`config.mk`:
```
export PLATFORM = sky130hd
export DESIGN_NAME = working_set_size_tracker
export DESIGN_NICKNAME = d
export VERILOG_FILES = /design/src/hdl/wsst_pkg.sv /design/src/hdl/wsst_cell.sv /design/src/hdl/wsst_stats.sv /design/src/hdl/working_set_size_tracker.sv
export SDC_FILE = /design/constraint.sdc
export NUM_CORES = 1
export LEC_CHECK = 0
export BUFFER_PORTS_ARGS = -buffer_cell sky130_fd_sc_hd__clkbuf_2
export CAP_MARGIN = 20
export CORE_ASPECT_RATIO = 0.5
export CORE_MARGIN = 10
export CORE_UTILIZATION = 45
export CTS_CLUSTER_SIZE = 10
export DETAILED_ROUTE_END_ITERATION = 10
export GPL_TIMING_DRIVEN = 0
export PLACE_DENSITY = 0.73
export SLEW_MARGIN = 20
export SYNTH_ARGS = -nofsm -noshare
export SYNTH_HDL_FRONTEND = slang
export SYNTH_SLANG_ARGS = --single-unit
```
`constraint.sdc`:
```
create_clock -name clk -period 10.18 [get_ports clk]
set_input_delay 2.036 -clock clk [delete_from_list [all_inputs] [get_ports clk]]
set_output_delay 2.036 -clock clk [all_outputs]
set_load 0.01 [all_outputs]
```
`src/hdl/wsst_pkg.sv`:
```
// Shared types and constants for the working-set size tracker.
package wsst_pkg;

  localparam int unsigned PAGE_W       = 8;
  localparam int unsigned WIN_W        = 5;
  localparam int unsigned CNT_W        = 16;
  localparam int unsigned SUM_W        = 21;
  localparam logic [WIN_W-1:0] WINDOW_RESET = WIN_W'(5);
  localparam logic [CNT_W-1:0] CNT_MAX      = {CNT_W{1'b1}};
  localparam logic [SUM_W-1:0] SUM_MAX      = {SUM_W{1'b1}};

  // one history slot as handed from cell to cell
  typedef struct packed {
    logic [PAGE_W-1:0] page;
    logic              vld;   // reference taken since the last restart
    logic              dup;   // a newer slot holds the same page
  } entry_t;

endpackage

```
`src/hdl/wsst_cell.sv`:
```
// One history slot of the tracker chain: page, valid and duplicate flags.
module wsst_cell #(
  parameter int unsigned IDX = 0
) (
  input  logic                          clk,
  input  logic                          rst_n,
  input  logic                          shift,
  input  logic                          restart,
  input  logic [wsst_pkg::PAGE_W-1:0]   page,
  input  logic [wsst_pkg::WIN_W-1:0]    window,
  input  wsst_pkg::entry_t              prev,
  output wsst_pkg::entry_t              nxt_o,
  output logic                          hit
);
  import wsst_pkg::*;

  logic [PAGE_W-1:0] page_r;
  logic              vld_r;
  logic              dup_r;
  logic              same;
  logic              in_win;

  assign same   = (page_r == page);
  assign in_win = (32'(window) > IDX);

  // counts toward the size when it is the newest copy of its page in the window
  assign hit = !restart && vld_r && !dup_r && !same && in_win;

  assign nxt_o.page = page_r;
  assign nxt_o.vld  = vld_r & ~restart;
  assign nxt_o.dup  = dup_r | same;

  always_ff @(posedge clk) begin
    if (!rst_n) begin
      vld_r <= 1'b0;
    end else if (shift) begin
      vld_r <= prev.vld;
    end
  end

  always_ff @(posedge clk) begin
    if (shift) begin
      page_r <= prev.page;
      dup_r  <= prev.dup;
    end
  end

endmodule

```
`src/hdl/wsst_stats.sv`:
```
// Running statistics and output register of the tracker.
module wsst_stats #(
  parameter int unsigned SIZE_W    = 5,
  parameter int unsigned SIZE_INIT = 17
) (
  input  logic                        clk,
  input  logic                        rst_n,
  input  logic                        load,
  input  logic [SIZE_W-1:0]           size,
  input  logic                        restart,
  input  logic                        out_stall,
  output logic                        free,
  output logic                        out_valid,
  output logic [wsst_pkg::CNT_W-1:0]  out_time_index,
  output logic [SIZE_W-1:0]           out_ws_size,
  output logic [SIZE_W-1:0]           out_min_size,
  output logic [SIZE_W-1:0]           out_max_size,
  output logic [wsst_pkg::SUM_W-1:0]  out_size_sum
);
  import wsst_pkg::*;

  logic              valid_r;
  logic [CNT_W-1:0]  cnt_r,  cnt_nxt,  cnt_base;
  logic [SIZE_W-1:0] size_r;
  logic [SIZE_W-1:0] min_r,  min_nxt,  min_base;
  logic [SIZE_W-1:0] max_r,  max_nxt,  max_base;
  logic [SUM_W-1:0]  sum_r,  sum_nxt,  sum_base;
  logic [SUM_W-1:0]  size_x;

  assign free   = !valid_r || !out_stall;
  assign size_x = SUM_W'(size);

  always_comb begin
    cnt_base = restart ? '0 : cnt_r;
    min_base = restart ? SIZE_W'(SIZE_INIT) : min_r;
    max_base = restart ? '0 : max_r;
    sum_base = restart ? '0 : sum_r;
    cnt_nxt  = (cnt_base == CNT_MAX) ? CNT_MAX : cnt_base + CNT_W'(1);
    min_nxt  = (size < min_base) ? size : min_base;
    max_nxt  = (size > max_base) ? size : max_base;
    sum_nxt  = (sum_base > SUM_MAX - size_x) ? SUM_MAX : sum_base + size_x;
  end

  always_ff @(posedge clk) begin
    if (!rst_n) begin
      valid_r <= 1'b0;
      cnt_r   <= '0;
      min_r   <= SIZE_W'(SIZE_INIT);
      max_r   <= '0;
      sum_r   <= '0;
    end else if (load) begin
      valid_r <= 1'b1;
      cnt_r   <= cnt_nxt;
      min_r   <= min_nxt;
      max_r   <= max_nxt;
      sum_r   <= sum_nxt;
    end else if (!out_stall) begin
      valid_r <= 1'b0;
    end
  end

  always_ff @(posedge clk) begin
    if (load) begin
      size_r <= size;
    end
  end

  assign out_valid      = valid_r;
  assign out_time_index = cnt_r;
  assign out_ws_size    = size_r;
  assign out_min_size   = min_r;
  assign out_max_size   = max_r;
  assign out_size_sum   = sum_r;

endmodule

```
`src/hdl/working_set_size_tracker.sv`:
```
// Top level of the working-set size tracker: cell chain, size stage, stats.
//
// Use: one page reference per input beat (in_page, in_restart). Each beat
// yields exactly one result beat carrying the working-set size (distinct
// pages among this reference and up to window_size earlier ones since the
// last restart), running min/max/sum of sizes and the saturating reference
// count. in_restart=1 starts a new string before the page is taken.
// Config: cfg_window_size is written with cfg_valid; cfg_ready is always
// high. Values above WINDOW_MAX act as WINDOW_MAX. Write only while idle.
// Throughput: one beat per cycle while out_stall does not back up the
// stages; the history is a shift chain of WINDOW_MAX cells, each comparing
// its page with the incoming one, so no per-page memory is walked.
// Stages: cell chain -> hit vector reg -> size reg (popcount) -> stats/output
// reg. Each stage holds while the next is full, so bubbles squeeze out and a
// new beat is taken even while a result waits on out_stall.
// Reset: history marked empty, statistics cleared, window_size = 5, pipeline
// emptied. out_stall backs up stage by stage; in_stall rises only when all
// three stages hold beats. A stalled result stays stable on the ports.
module working_set_size_tracker #(
  parameter  int unsigned WINDOW_MAX = 16,
  localparam int unsigned SIZE_W     = $clog2(WINDOW_MAX + 2)
) (
  input  logic                        clk,
  input  logic                        rst_n,
  // configuration
  input  logic                        cfg_valid,
  output logic                        cfg_ready,
  input  logic [wsst_pkg::WIN_W-1:0]  cfg_window_size,
  // reference beats
  input  logic                        in_valid,
  output logic                        in_stall,
  input  logic [wsst_pkg::PAGE_W-1:0] in_page,
  input  logic                        in_restart,
  // result beats
  output logic                        out_valid,
  input  logic                        out_stall,
  output logic [wsst_pkg::CNT_W-1:0]  out_time_index,
  output logic [SIZE_W-1:0]           out_ws_size,
  output logic [SIZE_W-1:0]           out_min_size,
  output logic [SIZE_W-1:0]           out_max_size,
  output logic [wsst_pkg::SUM_W-1:0]  out_size_sum
);
  import wsst_pkg::*;

  logic [WIN_W-1:0]      window_r;
  logic                  accept;
  entry_t                head;
  entry_t                chain [WINDOW_MAX];
  logic [WINDOW_MAX-1:0] hits;

  // stage 1: hit vector
  logic                  s1_v_r;
  logic [WINDOW_MAX-1:0] s1_hits_r;
  logic                  s1_rst_r;
  logic                  s1_free, s1_move;
  // stage 2: size
  logic                  s2_v_r;
  logic [SIZE_W-1:0]     s2_size_r, s2_size_nxt;
  logic                  s2_rst_r;
  logic                  s2_free, s2_move;
  logic                  s3_free;

  assign cfg_ready = 1'b1;

  always_ff @(posedge clk) begin
    if (!rst_n) begin
      window_r <= WINDOW_RESET;
    end else if (cfg_valid) begin
      window_r <= cfg_window_size;
    end
  end

  // backpressure, collapsing bubbles
  assign s2_move  = s2_v_r && s3_free;
  assign s2_free  = !s2_v_r || s3_free;
  assign s1_move  = s1_v_r && s2_free;
  assign s1_free  = !s1_v_r || s2_free;
  assign in_stall = !s1_free;
  assign accept   = in_valid && !in_stall;

  // newest reference enters cell 0; it never counts as its own duplicate
  assign head.page = in_page;
  assign head.vld  = 1'b1;
  assign head.dup  = 1'b0;

  for (genvar i = 0; i < WINDOW_MAX; i++) begin : g_cell
    wsst_cell #(.IDX(i)) u_cell (
      .clk     (clk),
      .rst_n   (rst_n),
      .shift   (accept),
      .restart (in_restart),
      .page    (in_page),
      .window  (window_r),
      .prev    ((i == 0) ? head : chain[(i == 0) ? 0 : i - 1]),
      .nxt_o   (chain[i]),
      .hit     (hits[i])
    );
  end

  always_ff @(posedge clk) begin
    if (!rst_n) begin
      s1_v_r <= 1'b0;
    end else if (accept) begin
      s1_v_r <= 1'b1;
    end else if (s1_move) begin
      s1_v_r <= 1'b0;
    end
  end

  always_ff @(posedge clk) begin
    if (accept) begin
      s1_hits_r <= hits;
      s1_rst_r  <= in_restart;
    end
  end

  // size = current page plus every newest-copy earlier page in the window
  always_comb begin
    s2_size_nxt = SIZE_W'(1);
    for (int k = 0; k < WINDOW_MAX; k++) begin
      s2_size_nxt = s2_size_nxt + SIZE_W'(s1_hits_r[k]);
    end
  end

  always_ff @(posedge clk) begin
    if (!rst_n) begin
      s2_v_r <= 1'b0;
    end else if (s1_move) begin
      s2_v_r <= 1'b1;
    end else if (s2_move) begin
      s2_v_r <= 1'b0;
    end
  end

  always_ff @(posedge clk) begin
    if (s1_move) begin
      s2_size_r <= s2_size_nxt;
      s2_rst_r  <= s1_rst_r;
    end
  end

  wsst_stats #(
    .SIZE_W    (SIZE_W),
    .SIZE_INIT (WINDOW_MAX + 1)
  ) u_stats (
    .clk            (clk),
    .rst_n          (rst_n),
    .load           (s2_move),
    .size           (s2_size_r),
    .restart        (s2_rst_r),
    .out_stall      (out_stall),
    .free           (s3_free),
    .out_valid      (out_valid),
    .out_time_index (out_time_index),
    .out_ws_size    (out_ws_size),
    .out_min_size   (out_min_size),
    .out_max_size   (out_max_size),
    .out_size_sum   (out_size_sum)
  );

endmodule

```
# Word level (Yosys, flattened, before mapping)
# Index checks and enable logic that the tools add are counted.
dict set report totals {
  ff_bits 242
  wordCells 268
}
dict set report op_classes {
  eq_ne 18
  mux 14
  reduce_logical 108
  magnitude_cmp 19
  bitwise_logic 30
  addsub 19
}
# operator count
set op_table {}
lappend op_table {{$eq A8 B8 Y1} 16}
lappend op_table {{$logic_and A1 B1 Y1} 66}
lappend op_table {{$add A5 B1 Y5} 12}
lappend op_table {{$mux W21} 2}
lappend op_table {{$gt A5 B4 Y1 const B} 8}
lappend op_table {{$logic_not A1 Y1} 37}
lappend op_table {{$mux W16} 2}
lappend op_table {{$add A21 B5 Y21} 1}
lappend op_table {{$gt A21 B21 Y1} 1}
lappend op_table {{$gt A5 B3 Y1 const B} 4}
lappend op_table {{$mux W5} 4}
lappend op_table {{$add A16 B1 Y16 const B} 1}
lappend op_table {{$eq A16 B16 Y1 const B} 1}
lappend op_table {{$and A1 B1 Y1} 15}
lappend op_table {{$or A1 B1 Y1} 14}
lappend op_table {{$gt A5 B1 Y1 const B} 2}
lappend op_table {{$gt A5 B2 Y1 const B} 2}
lappend op_table {{$sub A1 B6 Y7 const A} 1}
lappend op_table {{$mux W1} 6}
lappend op_table {{$add A4 B1 Y5} 1}
lappend op_table {{$gt A5 B5 Y1} 1}
lappend op_table {{$lt A5 B5 Y1} 1}
lappend op_table {{$add A3 B1 Y4} 1}
lappend op_table {{$reduce_bool A2 Y1} 2}
lappend op_table {{5 further kinds} 7}

# Depth between registers and ports, before layout
# Gate-level depths: netlist (run 1).
dict set report depth {
  depth_word 16
  mapped_depth 12
}

# Cells and area by module
# A second synthesis (run 1) with hierarchy kept.
dict set report hier_totals {
  cells_unflattened 916
  area_unflattened_um2 11363.4
}
# module area_per_inst_um2 seq_area_each_um2 n_inst cells_per_inst
set modules_own_cells {}
lappend modules_own_cells {wsst_stats 3193.1 1111.1 1 390}
lappend modules_own_cells {{wsst_cell at g_cell[12].u_cell ...} 425.4 290.3 4 27}
lappend modules_own_cells {working_set_size_tracker 1380.1 830.8 1 96}
lappend modules_own_cells {{wsst_cell at g_cell[14].u_cell ...} 424.2 290.3 2 27}
lappend modules_own_cells {{wsst_cell at g_cell[11].u_cell ...} 421.7 290.3 2 27}
lappend modules_own_cells {{wsst_cell at g_cell[10].u_cell} 446.7 290.3 1 28}
lappend modules_own_cells {{wsst_cell at g_cell[5].u_cell} 432.9 290.3 1 28}
lappend modules_own_cells {{wsst_cell at g_cell[2].u_cell} 425.4 290.3 1 26}
lappend modules_own_cells {{wsst_cell at g_cell[9].u_cell} 422.9 290.3 1 27}
lappend modules_own_cells {{wsst_cell at g_cell[0].u_cell} 420.4 290.3 1 27}
lappend modules_own_cells {{wsst_cell at g_cell[1].u_cell} 419.2 290.3 1 26}
lappend modules_own_cells {{wsst_cell at g_cell[3].u_cell} 415.4 290.3 1 26}
lappend modules_own_cells {{wsst_cell at g_cell[15].u_cell} 414.1 290.3 1 26}

# Least setup slack after synthesis (run 1)
# No wires, ideal clock.
dict set report synth_path {
  path_kind {input -> register}
  start {input port out_stall}
  end {register g_cell[0].u_cell.page_r[0], enable pin}
  n_path_buf 1
  stages 5
  t_arrival_ns 7.106
  required_time_ns 9.594
  setup_slack_ns 2.488
  cell_sequence {and3_1 > nand2_1 > nand2_1 > inv_1 > buf_1}
}
dict set report synth_via {
  elab_chain_len 5
}
# element line_no
set synth_rtl {}
lappend synth_rtl {{start: declaration} working_set_size_tracker.sv:36} ;# input logic out_stall,
lappend synth_rtl {{$logic_not A1 Y1} wsst_stats.sv:30} ;# assign free = !valid_r || !out_stall;
lappend synth_rtl {{$logic_or A1 B1 Y1} wsst_stats.sv:30}
lappend synth_rtl {{$logic_or A1 B1 Y1} working_set_size_tracker.sv:75} ;# assign s2_free = !s2_v_r || s3_free;
lappend synth_rtl {{$logic_or A1 B1 Y1} working_set_size_tracker.sv:77} ;# assign s1_free = !s1_v_r || s2_free;
lappend synth_rtl {{$logic_and A1 B1 Y1} working_set_size_tracker.sv:79} ;# assign accept = in_valid && !in_stall;
lappend synth_rtl {{via accept} working_set_size_tracker.sv:46} ;# logic accept;
lappend synth_rtl {{end signal: assignment} wsst_cell.sv:43} ;# page_r <= prev.page;
lappend synth_rtl {{end: declaration} wsst_cell.sv:17} ;# logic [PAGE_W-1:0] page_r;
# The timed path passes the listed nets, and every way through them passes these cells.
# A chain may end at the register's enable or synchronous reset.

# Worst setup path after layout (run 1)
dict set report layout_path {
  start {input port out_stall}
  end {output port in_stall}
}
dict set report layout_via {
  elab_chain_len 5
}
# element line_no
set layout_rtl {}
lappend layout_rtl {{$logic_not A1 Y1} wsst_stats.sv:30}
lappend layout_rtl {{$logic_or A1 B1 Y1} wsst_stats.sv:30}
lappend layout_rtl {{$logic_or A1 B1 Y1} working_set_size_tracker.sv:75}
lappend layout_rtl {{$logic_or A1 B1 Y1} working_set_size_tracker.sv:77}
lappend layout_rtl {{$logic_not A1 Y1} working_set_size_tracker.sv:78} ;# assign in_stall = !s1_free;
lappend layout_rtl {{end: declaration} working_set_size_tracker.sv:31} ;# output logic in_stall,
# Every way passes these cells.

==> impl_metrics.yaml, run 1 <==
logic_synthesis:
  synth_nets: 959
  netlist_instances: 908
  ys_warn_count: 0
  synth-seq-cells: 242
  syn_area_um2: 11100
  syn_avg_cell_area_um2: 12.2
  synth_edf_count: 171
  ys_seq_area_share_pct: 59.0
  ys.flop_type: "edfxtp_1"
  synth_cell_type_count: 66
  async_flop_share_pct: 0
floorplanning:
  ios: 74
  coreArea_um2: 24100
  die_area_um2: 31800
  start_util_pct: 46.1
  row_count: 40
  die_w_um: 242
  die_h_um: 131
power_and_ir_drop:
  internal-power_mw: 1.72
  p_seq_share_pct: 50.3
  p_leak_nw: 4.81
  p_sw_share_pct: 24.5
  combPwrFrac_pct: 9.8
  p_sw_mw: 0.559
  peakVddDrop_uv: 152
  p_clk_share_pct: 40.0
  power_density_nw_per_um2: 178
finish:
  drive_above_1_share_pct: 13.7
  n_antenna_cell: 0
  regArea_um2: 6560
  fillers: 2122
  syn_to_final_growth_pct: 15.3
  fin_nets: 1064
  final_cell_count_no_fill: 1370
  multi_input_area_um2: 4200
clocking:
  clk_path_buf_depth: 3
  post_cts_buffers: 0
  cts_hold_buf: 0
  cts_tree: "built"
  cts-resized-gates: 0
  clkTransAtPathRegs_ns: 0.06
  numCtsBuffers: 28
  clk_latency_ns: 0.56
  clock-sinks: 242
  htreeDepth: 1
  cts_root_buf: "clkbuf_16"
critical_path:
  endpoint_kind: "output port"
  slowest_delay_ns: 0.20
  worstReg2RegStart: "s2_rst_r$_DFFE_PP_"
  required_ns: 8.14
  cp-startpoint: "out_stall"
  cp_cell_sequence: "clkbuf_2 -> and3_1 -> nand2_1 -> inv_1 -> clkbuf_2"
  worstSetupPathType: "in2out"
  cp-start-kind: "input port"
  critPathArrivalTime_ns: 2.61
  critical-path-slowest-cell: "and3_1"
  cp_max_fo: 3
  crit_top_cell: "clkbuf_2"
sta:
  min_period_ns: 4.64
  relSlewSlack_pct: 31.4
  worst_pin_slew_ns: 1.03
  finClkSkew_ns: 0.0140
  drv_slew: 0
  timing.final.crit_share_pct: 45.6
  clock.fmax_mhz: 215
  rsz0062_at_grt: "false"
  hold_viol: 0
  finalSetupTns_ns: 0
  finalSetupViolations: 0
run:
  cap_violations: 0
global_routing:
  grt_pass1_wl_mm: 40.5
  grt_use_total_pct: 15.4
  grt_pass1_vias: 7573
  gr-total-overflow: 0
  grt_start_max_net_pins: 35
  antenna_found_initial: 0
route:
  drc: 0
  drtAntennaViolNets: 0
  drt-total-wl_mm: 25.0
  drtIter0Drc: 656
  wl_per_cell_um: 18.3
  drt_pass1_iterations: 7
  vias: 7535
  drt-vias-per-instance: 5.50
place:
  gp_congestion: 0.895
  port_buffers: 70
  post-place-cells: 1319
  hpwl_mm: 18.1
outcome:
  status: "finished clean"
min_path:
  hold_path_class: "reg2reg"
  hold_path.startpoint: "s1_rst_r$_DFFE_PP_"
-- logic make-up after synthesis --
logic type,after synthesis,share of synthesized area [%]
adder cells (fa/ha/maj),32,4.34
AO/OA/AOI/OAI,170,10.5
multiplexers,16,1.44
buffers and inverters,85,3.20
XOR/XNOR,133,10.5
AND/OR/NAND/NOR,229,11.0
flip-flops,242,59.0
other,1,0.0337
-- stage by stage --
step	hold WS (ns)	util (%)	cell area (um^2)	total power [mW]	setup slack, ns
after floorplan	0.400	-	11100	1.32	2.49
after global placement	0.405	49.3	11900	1.38	0.585
after detailed placement	0.408	49.7	12000	1.39	5.54
after CTS	0.422	53.1	12800	2.30	5.54
after global routing	0.438	53.1	12800	2.38	5.49
final	0.420	53.1	12800	2.28	5.54
-- worst paths after layout --
path              cells past startpoint  slack (ns)                                    end
hold reg to reg                       0        0.42                     s2_rst_r$_DFFE_PP_
setup reg to reg                     10        6.44  u_stats.out_size_sum[12]$_SDFFE_PN0P_
setup / recovery                      5        5.54                               in_stall
hold / removal                        0        0.42                     s2_rst_r$_DFFE_PP_
-- sequential cells by signal (all words and copies together), names as in the netlist, 5 cells and up --
name / flops
u_stats.out_time_index: 16
u_stats.out_size_sum: 21
u_stats.out_max_size: 5
g_cell.u_cell.dup_r: 15
s2_size_r: 5
u_stats.out_min_size: 5
window_r: 5
s1_hits_r: 16
u_stats.out_ws_size: 5
g_cell.u_cell.page_r: 128
g_cell.u_cell.vld_r: 16
-- metal layers --
layer  up-vias  global-route usage [%]  part of all wire (%)
li1       3543                       -                     -
met1      3669                    20.1                    44
met2       265                    24.7                    46
met3        58                    4.39                   7.9
met4         0                    4.27                   2.3
met5         -                       0                     0
-- cell type report --
| cell class | count | share of cell area, % |
|---|---|---|
| buffer | 49 | 1.73 |
| clock buffer | 49 | 6.08 |
| clock inverter | 2 | 0.303 |
| inverter | 36 | 1.05 |
| multi-input combinational | 581 | 32.8 |
| sequential | 242 | 51.2 |
| tap | 336 | 3.28 |
| timing repair buffer | 75 | 3.57 |
-- cells in the final DEF (no fill, tap or decap), types with 15 or more instances in the layout --
master / synthesis / layout
a21oi_1: 49 / 49
a31oi_1: 16 / 16
a41o_1: 15 / 15
buf_2: 17 / 18
clkbuf_1: 25 / 46
clkbuf_16: 0 / 28
clkbuf_2: 0 / 70
dfxtp_1: 71 / 71
edfxtp_1: 171 / 171
ha_1: 21 / 21
inv_1: 35 / 35
mux2i_1: 16 / 16
nand2_1: 59 / 59
nor2_1: 55 / 55
nor2b_1: 16 / 16
nor4_1: 18 / 18
o21ai_0: 32 / 32
xnor2_1: 39 / 39
xor2_1: 94 / 94
-- cells in the mapped netlist (all sizes together), types with 8 or more instances --
master,number,area (um^2)
edfxtp,171,5130
xor2,94,823
dfxtp,71,1420
nand2,59,221
nor2,56,213
a21oi,49,245
xnor2,39,342
inv,35,131
o21ai,32,160
clkbuf,25,93.8
buf,24,126
ha,21,263
nor4,18,113
a31oi,16,100
mux2i,16,160
nor2b,16,100
a41o,15,150
fa,11,220
nand3,11,55.1
nand3b,11,82.6
nor4b,11,96.3
a21o,10,75.1
a211oi,8,65.1
nand4,8,65.1
nor3,8,45.0
-- worst max-delay path, delay by kind of cell --
| family | cells | cell delay (ns) |
|---|---|---|
| buffers and inverters | 3 | 0.30 |
| AND/OR/NAND/NOR | 2 | 0.28 |
-- power by group through the flow --
| stage | Sequential, mW | Clock [mW] | Combinational [mW] |
|---|---|---|---|
| 2_1_floorplan | 1.16 | 0 | 0.156 |
| 4_1_cts | 1.15 | 0.929 | 0.224 |
| 3_5_place_dp | 1.17 | 0 | 0.223 |
| 6_report | 1.15 | 0.911 | 0.222 |
| 3_3_place_gp | 1.17 | 0 | 0.208 |
| 5_1_grt | 1.15 | 0.973 | 0.250 |
Note: power is estimated with default switching activity, not from simulation.
==> inputs of run 2 (changes only) <==
--- a/config.mk
+++ b/config.mk
@@ -5,6 +5,7 @@
 export SDC_FILE = /design/constraint.sdc
 export NUM_CORES = 1
 export LEC_CHECK = 0
+export ABC_AREA = 1
 export BUFFER_PORTS_ARGS = -buffer_cell sky130_fd_sc_hd__clkbuf_2
 export CAP_MARGIN = 20
 export CORE_ASPECT_RATIO = 0.5
@@ -13,7 +14,7 @@
 export CTS_CLUSTER_SIZE = 10
 export DETAILED_ROUTE_END_ITERATION = 10
 export GPL_TIMING_DRIVEN = 0
-export PLACE_DENSITY = 0.73
+export PLACE_DENSITY = 0.75
 export SLEW_MARGIN = 20
 export SYNTH_ARGS = -nofsm -noshare
 export SYNTH_HDL_FRONTEND = slang
==> constraint.sdc (replaced) <==
create_clock -name clk -period 3.9 [get_ports clk]
set_input_delay 0.78 -clock clk [delete_from_list [all_inputs] [get_ports clk]]
set_output_delay 0.78 -clock clk [all_outputs]
set_load 0.01 [all_outputs]
==> run 2 against run 1 <==
- non-clock buffer count shrank 8
- largest cell class unchanged
- first-iteration DRC count rose by 27%
- cell count is 27% higher
- worst hold slack worse by 0.023 ns
- count of clock-buffer cells in the layout fell by 2
- clock skew is 0.022 ns higher
==> impl_metrics.yaml, run 2 <==
clocking:
  cts_tree: "built"
  numCtsBuffers: 28
  clkTransAtPathRegs_ns: 0.06
  cts_root_buf: "clkbuf_16"
  clock-sinks: 242
  clk_latency_ns: 0.57
  htreeDepth: 1
  cts-resized-gates: 0
  post_cts_buffers: 0
  cts_hold_buf: 0
  clk_path_buf_depth: 3
route:
  vias: 8922
  drtIter0Drc: 836
  drt-total-wl_mm: 27.9
  wl_per_cell_um: 16.0
  drt-vias-per-instance: 5.12
  drc: 0
  drtAntennaViolNets: 0
  drt_pass1_iterations: 5
sta:
  finalSetupViolations: 0
  finalSetupTns_ns: 0
  finClkSkew_ns: 0.0357
  clock.fmax_mhz: 281
  hold_viol: 0
  setup_ws_ns: 0.337
  timing.final.crit_share_pct: 91.4
  rsz0062_at_grt: "false"
  drv_slew: 0
  fin_hold_ws_ns: 0.397
  worst_pin_slew_ns: 0.671
  min_period_ns: 3.56
  relSlewSlack_pct: 55.3
finish:
  final_util_pct: 51.9
  largest_reg_flops: 128
  syn_to_final_growth_pct: 13.7
  multi_input_area_um2: 4710
  fin_area_um2: 13700
  layout_commonest_cell: "nand2_1"
  fin_nets: 1423
  fillers: 2393
  largest_register: "g_cell.u_cell.page_r"
  regArea_um2: 6560
  final_cell_mix: "211 x nand2_1, 171 x edfxtp_1, 148 x nor2_1"
  drive_above_1_share_pct: 14.5
  n_antenna_cell: 0
place:
  placed_area_um2: 12900
  port_buffers: 72
  place_ws_ns: 0.385
  gp_congestion: 0.926
  hpwl_mm: 20.3
logic_synthesis:
  ys.flop_type: "edfxtp_1"
  yosysTopAreaCell: "edfxtp_1"
  synth.area.top_cells: "edfxtp_1 43%, dfxtp_1 12%, nand2_1 6.6%"
  synth_cell_type_count: 39
  ys_warn_count: 0
  syn_avg_cell_area_um2: 9.49
  syn_area_um2: 12000
  netlist.area_leader.share_pct: 42.6
  netlist_instances: 1269
  async_flop_share_pct: 0
  synth_nets: 1320
  synth_edf_count: 171
  yosys.cell_count.top_type: "nand2_1"
  ys_seq_area_share_pct: 54.5
  synth-seq-cells: 242
  ys_top_cells_by_count: "211 x nand2_1, 171 x edfxtp_1, 148 x nor2_1"
floorplanning:
  ios: 74
  die_w_um: 251
  start_util_pct: 45.6
  die_area_um2: 34100
  row_count: 42
  coreArea_um2: 26400
  die_h_um: 136
critical_path:
  critPathBufInv: 2
  cp-start-kind: "register"
  cp_num_cells: 8
  cp_cell_sequence: "fa_1 -> inv_1 -> fa_1 -> fa_1 -> fa_1 -> fa_1 -> inv_1 -> fa_1"
  regToRegSetupSlack_ns: 0.34
  endpoint_kind: "register"
  worstSetupPathType: "reg2reg"
  worstReg2RegEnd: "s2_size_r[1]$_DFFE_PP_"
  reg2reg_depth: 8
  cp_max_fo: 2
  cp_top_family: "adder cells"
  crit_end: "s2_size_r[1]$_DFFE_PP_"
  worstReg2RegStart: "s1_hits_r[10]$_DFFE_PP_"
  crit_top_cell: "fa_1"
  critical-path-slowest-cell: "fa_1"
  cp-startpoint: "s1_hits_r[10]$_DFFE_PP_"
  slowest_delay_ns: 0.54
  critPathArrivalTime_ns: 3.84
  required_ns: 4.18
global_routing:
  antenna_found_initial: 0
  grt_start_max_net_pins: 103
  gr-total-overflow: 0
  grt_pass1_vias: 8645
  grt_use_total_pct: 16.2
  grt_pass1_wl_mm: 44.6
outcome:
  status: "finished clean"
power_and_ir_drop:
  p_leak_nw: 5.50
  power_density_nw_per_um2: 451
  peakVddDrop_uv: 335
min_path:
  hold_path_class: "in2reg"
run:
  cap_violations: 0
run 2: final cells by class:
| class | instances | area share, % |
|---|---|---|
| Sequential cell | 242 | 47.9 |
| Clock buffer | 47 | 5.64 |
| Multi-Input combinational cell | 837 | 34.4 |
| Inverter | 147 | 4.07 |
| Buffer | 43 | 1.67 |
| Tap cell | 352 | 3.22 |
| Timing Repair Buffer | 73 | 2.83 |
| Clock inverter | 2 | 0.283 |
run 2: logic make-up after synthesis:
family | share of synthesized area, %
AND/OR/NAND/NOR | 22.5
AO/OA/AOI/OAI | 4.96
flip-flops | 54.5
other | 0.0311
adder cells (fa/ha/maj) | 4.01
buffers and inverters | 6.44
XOR/XNOR | 7.64
run 2: report_power, final:
group	total, mW	switching (mW)	internal, mW
logic	0.734	0.452	0.282
registers	3.05	0.120	2.93
clock network	2.38	1.04	1.34
run 2: through the flow:
stage	cells	total power [mW]
2_1_floorplan	1269	3.60
3_3_place_gp	1693	3.80
3_5_place_dp	1694	3.84
4_1_cts	1743	6.22
5_1_grt	1743	6.44
6_report	1743	6.17
run 2: layer usage:
layer,wire length [um],vias up,GRT usage [%]
met5,0,-,0
met4,686,0,4.89
met3,2020,49,3.50
met2,13200,271,27.7
met1,12000,4211,20.3
li1,-,4391,-
run 2: worst reg2reg max path: cells and delay by family (launching register included):
| family | cells | cell delay, ns |
|---|---|---|
| buffers and inverters | 2 | 0.14 |
| adder cells (fa/ha/maj) | 6 | 2.73 |
| flip-flops | 1 | 0.39 |
run 2: worst min-delay path by stage:
stage | startpoint | end | cells after the start
5_1_grt | in_page[0] | g_cell[0].u_cell.page_r[0]$_DFFE_PP_ | 1
6_report | in_page[3] | g_cell[0].u_cell.page_r[3]$_DFFE_PP_ | 1
3_5_place_dp | s1_rst_r$_DFFE_PP_ | s2_rst_r$_DFFE_PP_ | 0
3_3_place_gp | s1_rst_r$_DFFE_PP_ | s2_rst_r$_DFFE_PP_ | 0
2_1_floorplan | s1_rst_r$_DFFE_PP_ | s2_rst_r$_DFFE_PP_ | 0
4_1_cts | in_page[3] | g_cell[0].u_cell.page_r[3]$_DFFE_PP_ | 1
